`src/rtl/shc_pkg.sv`:
```
// ----------------------------------------------------------------------------
// shc_pkg
// Shared constants, codes and types of the soil column heat diffusion block.
// ----------------------------------------------------------------------------
package shc_pkg;

  // Column geometry.
  localparam int NZ    = 32;
  localparam int IDX_W = $clog2(NZ);

  // Datapath widths.
  localparam int THETA_W = 32;  // Q16.16 temperature
  localparam int DIFF_W  = 33;  // difference of two temperatures
  localparam int RATE_W  = 16;  // cell_rate, unsigned Q0.16
  localparam int GAIN_W  = 32;  // top_gain, unsigned Q16.16
  localparam int ANCH_W  = 31;  // anchor_theta, unsigned Q15.16
  localparam int PROD_W  = DIFF_W + RATE_W;       // inner face product
  localparam int IFLUX_W = PROD_W - 16;           // inner face flux
  localparam int TPROD_W = GAIN_W + 1 + THETA_W;  // surface face product
  localparam int FLUX_W  = TPROD_W - 16;          // surface face flux
  localparam int SUM_W   = FLUX_W + 2;            // cell update sum
  localparam int CFG_W   = 32;

  // Operation codes.
  localparam logic [1:0] OP_INIT    = 2'd0;
  localparam logic [1:0] OP_ADVANCE = 2'd1;
  localparam logic [1:0] OP_READ    = 2'd2;

  // Configuration register indexes.
  localparam logic [1:0] CFG_CELL_RATE = 2'd0;
  localparam logic [1:0] CFG_TOP_GAIN  = 2'd1;
  localparam logic [1:0] CFG_ANCHOR    = 2'd2;

  // Reset values.
  localparam logic [RATE_W-1:0]  RESET_RATE   = RATE_W'(1000);
  localparam logic [GAIN_W-1:0]  RESET_GAIN   = GAIN_W'(65536);
  localparam logic [ANCH_W-1:0]  RESET_ANCHOR = ANCH_W'(19660800);

  // Sequencer states.
  typedef enum logic [2:0] {
    ST_IDLE,
    ST_DIFF,
    ST_MUL,
    ST_UPD,
    ST_DONE
  } shc_state_t;

  // Controls broadcast from the sequencer to every cell.
  typedef struct packed {
    logic init;
    logic diff_en;
    logic mul_en;
    logic upd_en;
  } shc_cell_ctl_t;

  // Result of a saturating narrowing.
  typedef struct packed {
    logic                       hit;
    logic signed [THETA_W-1:0]  val;
  } shc_clip_t;

  // Saturate a wide sum to the Q16.16 range.
  function automatic shc_clip_t shc_clip(input logic signed [SUM_W-1:0] x);
    shc_clip_t r;
    if (x > SUM_W'(signed'({1'b0, {(THETA_W-1){1'b1}}}))) begin
      r.hit = 1'b1;
      r.val = {1'b0, {(THETA_W-1){1'b1}}};
    end else if (x < SUM_W'(signed'({1'b1, {(THETA_W-1){1'b0}}}))) begin
      r.hit = 1'b1;
      r.val = {1'b1, {(THETA_W-1){1'b0}}};
    end else begin
      r.hit = 1'b0;
      r.val = x[THETA_W-1:0];
    end
    return r;
  endfunction

endpackage

```
`src/rtl/shc_cell.sv`:
```
// ----------------------------------------------------------------------------
// shc_cell
// One soil layer: holds its temperature, forms the flux through the face
// below it and applies the explicit update from the two face fluxes.
// ----------------------------------------------------------------------------
module shc_cell (
  input  logic                                clk,
  input  logic                                rst_n,
  input  shc_pkg::shc_cell_ctl_t              ctl,
  input  logic [shc_pkg::RATE_W-1:0]          cell_rate,
  input  logic signed [shc_pkg::THETA_W-1:0]  anchor,
  input  logic signed [shc_pkg::THETA_W-1:0]  below_theta,
  input  logic signed [shc_pkg::FLUX_W-1:0]   above_flux,
  output logic signed [shc_pkg::THETA_W-1:0]  theta,
  output logic signed [shc_pkg::IFLUX_W-1:0]  below_flux,
  output logic                                hit
);

  logic signed [shc_pkg::THETA_W-1:0] theta_r;
  logic signed [shc_pkg::DIFF_W-1:0]  diff_r;
  logic signed [shc_pkg::IFLUX_W-1:0] flux_r;
  logic signed [shc_pkg::DIFF_W-1:0]  diff_nxt;
  logic signed [shc_pkg::PROD_W-1:0]  prod;
  logic signed [shc_pkg::SUM_W-1:0]   sum;
  shc_pkg::shc_clip_t                 upd;

  // Difference across the face below this cell.
  assign diff_nxt = shc_pkg::DIFF_W'(theta_r) - shc_pkg::DIFF_W'(below_theta);

  // Face flux; dropping the low 16 bits of a signed product rounds toward minus infinity.
  assign prod = $signed({1'b0, cell_rate}) * diff_r;

  // New temperature: old value plus flux in from above minus flux out below.
  assign sum = shc_pkg::SUM_W'(theta_r) + shc_pkg::SUM_W'(above_flux)
             - shc_pkg::SUM_W'(flux_r);
  assign upd = shc_pkg::shc_clip(sum);

  always_ff @(posedge clk) begin
    if (!rst_n) begin
      theta_r <= shc_pkg::THETA_W'(shc_pkg::RESET_ANCHOR);
    end else if (ctl.init) begin
      theta_r <= anchor;
    end else if (ctl.upd_en) begin
      theta_r <= upd.val;
    end
  end

  // Difference and flux stages carry no reset.
  always_ff @(posedge clk) begin
    if (ctl.diff_en) begin
      diff_r <= diff_nxt;
    end
    if (ctl.mul_en) begin
      flux_r <= prod[shc_pkg::PROD_W-1:16];
    end
  end

  assign theta      = theta_r;
  assign below_flux = flux_r;
  assign hit        = upd.hit;

endmodule

```
`config.mk`:
```
export PLATFORM = sky130hd
export DESIGN_NAME = shc_cell
export DESIGN_NICKNAME = d
export VERILOG_FILES = /design/src/rtl/shc_pkg.sv /design/src/rtl/shc_cell.sv
export SDC_FILE = /design/constraint.sdc
export NUM_CORES = 2
export LEC_CHECK = 0
export BUFFER_PORTS_ARGS = -buffer_cell sky130_fd_sc_hd__buf_4
export CAP_MARGIN = 25
export CORE_UTILIZATION = 35
export DETAILED_ROUTE_END_ITERATION = 10
export PLACE_DENSITY = 0.52
export REMOVE_ABC_BUFFERS = 1
export SYNTH_ARGS = -nofsm -noshare
export SYNTH_HDL_FRONTEND = slang
export SYNTH_SLANG_ARGS = --single-unit
```
`constraint.sdc`:
```
create_clock -name clk -period 20.9 [get_ports clk]
set_clock_uncertainty 0.1 [all_clocks]
set_input_delay 4.18 -clock clk [delete_from_list [all_inputs] [get_ports clk]]
set_output_delay 4.18 -clock clk [all_outputs]
set_load 0.02 [all_outputs]
```
### Yosys cells after proc, flatten, opt, wreduce, memory -nomap -nowiden

Cells that the tools add are included.

| word-level totals | value |
|---|---|
| flip-flop bits (word level) | 98 |
| logic and storage cells | 14 |

| cells by class | value |
|---|---|
| add/sub/neg operators | 3 |
| multipliers | 1 |
| magnitude comparators | 2 |
| muxes and demuxes | 4 |
| reductions and logical operators | 1 |

Operator list:

| operator | count |
|---|---|
| $mux W33 | 2 |
| $mux W32 | 2 |
| $gt A51 B32 Y1 const B | 1 |
| $lt A51 B32 Y1 const B | 1 |
| $sub A50 B33 Y51 | 1 |
| $add A32 B49 Y50 | 1 |
| $mul A17 B33 Y49 | 1 |
| $sub A32 B32 Y33 | 1 |
| $reduce_bool A2 Y1 | 1 |

### Depth between registers and ports, before layout

| depth | value |
|---|---|
| depth after elaboration | 7 |
| depth in mapped cells | 27 |
| depth with buffers taken out | 26 |

### Worst setup path before layout

No wires, ideal clock.

| path | value |
|---|---|
| path type | input to output |
| start point | input port above_flux[33] (netlist bit) |
| end point | output port hit |
| data arrival time | 8000 ps |
| path slack | 8620 ps |
| stages on the path | 16 |
| path buffers | 1 |
| cells stage by stage | inv_1 fa_1 inv_1 ha_1 buf_2 and3_1 and2_1 nand2_1 a32oi_1 nor3_1 a211oi_1 mux2_2 or4_1 or4_4 o21ai_2 o21ai_0 |

| on the way | value |
|---|---|
| word-level cells in the longest chain between the ends | 5 |

RTL lines:

| element | RTL line | source |
|---|---|---|
| from (decl) | shc_cell.sv:13 | `input logic signed [shc_pkg::FLUX_W-1:0] above_flux,` |
| $add A32 B49 Y50 (*) | shc_cell.sv:34 | `assign sum = shc_pkg::SUM_W'(theta_r) + shc_pkg::SUM_W'(above_flux)` |
| $sub A50 B33 Y51 (*) | shc_cell.sv:35 | `- shc_pkg::SUM_W'(flux_r);` |
| $lt A51 B32 Y1 | shc_pkg.sv:68 | `end else if (x < SUM_W'(signed'({1'b1, {(THETA_W-1){1'b0}}}))) begin` |
| $mux W33 | shc_pkg.sv:68 |  |
| $mux W33 (*) | shc_pkg.sv:65 | `if (x > SUM_W'(signed'({1'b0, {(THETA_W-1){1'b1}}}))) begin` |
| to (decl) | shc_cell.sv:16 | `output logic hit` |

Mark *: on every way between the ends. The rest lies on a longest branch, timed or not.

### Worst setup path in the final report

| path | value |
|---|---|
| start point | input port above_flux[23] (netlist bit) |
| end point | output port hit |

Same word-level chain as after synthesis.

==> results_dict.tcl <==
set metrics [dict create \
    portBuffers 200 \
    fin_util_pct 38.7 \
    die_x_um 284 \
    cap_violations 0 \
    slew_viol_final 0 \
    worstMarginPinSlew_ns 0.995 \
    synth_edf_count 66 \
    placeableCoreArea_um2 78900 \
    setup_viol 0 \
    wl_um 83600 \
    crit_start "above_flux[23]" \
    yosys.area_share.simple_pct 16.1 \
    timing.rr.start "diff_r[9]" \
    grt_max_degree 34 \
    worstPathMaxFanout 8 \
    fillers 8234 \
    synth_seq_cells 98 \
    required_ns 16.62 \
    start_util_pct 35.3 \
    post-dp-hpwl_um 66200 \
    syn_area_per_cell_um2 8.63 \
    wl_per_cell_um 19.1 \
    crit_type "in -> out" \
    ant_nets 0 \
    fin_hold_ws_ns 0.587 \
    placed_area_um2 30200 \
    fmax_mhz 75.5 \
    netlist_area_um2 27800 \
    grt_overflow 0 \
    synthCells 3225 \
    cts_made_buffers 9 \
    clockBufferDepth 2 \
    clkTransAtPathRegs_ns 0.09 \
    hp-start "theta[11]" \
    synth_top_family_by_area "adder cells" \
    synth_cell_types 72 \
    ys_seq_area_share_pct 9.42 \
    clock_sinks 98 \
    stdcell_area_um2 30500 \
    diodes 0 \
    postCtsSetupBuffers 0 \
    final_layout_size_suffix_gt1_share_pct 7.95 \
    worstPathArrival_ns 8.96 \
    slew_headroom_pct 33.6 \
    finalSetupTns_ns 0 \
    rsz0062_at_grt "no" \
    end_kind "primary output" \
    final_common_cell "inv_1" \
    synth_xor_area_share_pct 3.43 \
    vias_per_cell 4.93 \
    post-route-drc-count 0 \
    fin_nets 4193 \
    die_h_um 284 \
    die_area_um2 80700 \
    cts_max_level 3 \
    period_needed_ns 13.24 \
    synth-adder-area-share_pct 48.1 \
    most-common-layout-cells "inv_1 (799), fa_1 (546), nand2_1 (378)" \
    synth_flop_cell "edfxtp_1" \
    period_share_pct 63.3 \
    start_kind "primary input" \
    holdBufCountCts 0 \
    grt_pass1_wl_um 134000 \
    hold_path.class "reg -> reg" \
    rows 103 \
    hold_violations 0 \
    synthMuxAreaShare_pct 0.229 \
    ios 201 \
    synth_compound_gate_area_share_pct 10.0 \
    grt_pass1_vias 22891 \
    place_congestion 0.920 \
    grt_usage_pct 21.5 \
    cts_tree "built" \
    cts-root-buf "clkbuf_16" \
    yosys_warnings 0 \
    clock_latency_ns 0.37 \
    syn_to_final_growth_pct 9.72 \
    first_iter_violations 1262 \
    vias 21563 \
    postCtsResizedCells 0 \
    async_reset_ff_share_pct 0 \
    grt_antenna_before_repair 0 \
    run_status "finished clean" \
    drt-pass1-iter-count 5 \
]
critical path: stages:
cell     delay, ns
buf_4         0.08
inv_1         0.06
fa_1          0.53
inv_1         0.04
ha_1          0.45
nand4_1       0.20
or4_1         0.64
or2_0         0.26
a21oi_1       0.35
o31ai_1       0.20
o21ai_2       0.27
mux2i_1       0.16
a221o_1       0.28
or4_4         0.52
o21ai_2       0.29
o21ai_0       0.22
buf_4         0.22
through the flow:
step | worst slack, ns | cells
finish | 7.66 | 4370
global route | 7.49 | 4370
CTS | 7.77 | 4370
detailed placement | 7.79 | 4354
global placement | 7.77 | 4353
floorplan | 8.62 | 3091
layer usage:
metal / track usage, % / up-vias / share of wire (%)
li1: - / 10015 / -
met1: 29.4 / 10999 / 45
met2: 36.5 / 458 / 48
met3: 2.70 / 91 / 4.4
met4: 4.66 / 0 / 2.2
met5: 0 / - / 0
final cells by class:
class,instances,area [um2],area share (%)
inverter,799,3000,9.82
timing repair buffer,213,1620,5.30
clock inverter,7,83.8,0.274
tap,1050,1310,4.30
sequential,98,2620,8.59
multi-input combinational,2194,21700,71.0
clock buffer,9,225,0.737
state kept, by name, summed over array words and instances, names as in the netlist:
signal / count
theta: 32
below_flux: 33
diff_r: 33
final timing paths:
| check | end | slack [ns] | depth (start not counted) |
|---|---|---|---|
| max reg2reg | below_flux[31] | 12.92 | 20 |
| min | theta[11] | 0.59 | 4 |
| min reg2reg | theta[11] | 0.59 | 4 |
| max | hit | 7.66 | 17 |
cell families after synthesis:
group           Yosys count
simple gates            899
buf+inv                 933
xor+xnor                109
compound gates          437
fa+ha+maj               743
flops                    98
mux                       6
synthesized netlist by cell type (5+ instances only):
| library cell | number | area share (%) |
|---|---|---|
| nor3_1 | 22 | 0.40 |
| xor2_1 | 39 | 1.2 |
| a21o_1 | 63 | 1.7 |
| and2_1 | 247 | 5.6 |
| o22ai_1 | 25 | 0.56 |
| a31oi_1 | 23 | 0.52 |
| nand2b_1 | 11 | 0.25 |
| o21a_1 | 13 | 0.35 |
| clkbuf_1 | 117 | 1.6 |
| xnor2_1 | 70 | 2.2 |
| nor2b_1 | 13 | 0.29 |
| fa_1 | 546 | 39 |
| nor3_2 | 20 | 0.72 |
| ha_1 | 197 | 8.9 |
| dfxtp_1 | 32 | 2.3 |
| a211o_1 | 7 | 0.22 |
| nand3_1 | 35 | 0.63 |
| and3_1 | 16 | 0.36 |
| o31ai_1 | 8 | 0.22 |
| nand2_1 | 378 | 5.1 |
| buf_2 | 8 | 0.14 |
| nand4_1 | 23 | 0.52 |
| a211oi_1 | 14 | 0.38 |
| edfxtp_1 | 66 | 7.1 |
| buf_1 | 5 | 0.067 |
| or2_2 | 5 | 0.11 |
| nor2_1 | 99 | 1.3 |
| o21ai_0 | 87 | 1.6 |
| o21bai_1 | 21 | 0.57 |
| or3_1 | 10 | 0.22 |
| o211ai_1 | 15 | 0.40 |
| a21oi_1 | 121 | 2.2 |
| inv_1 | 799 | 11 |
Power is left out: the tool's default activity adds up to more than one toggle a clock period on the data nets, which glitch-free logic cannot reach.
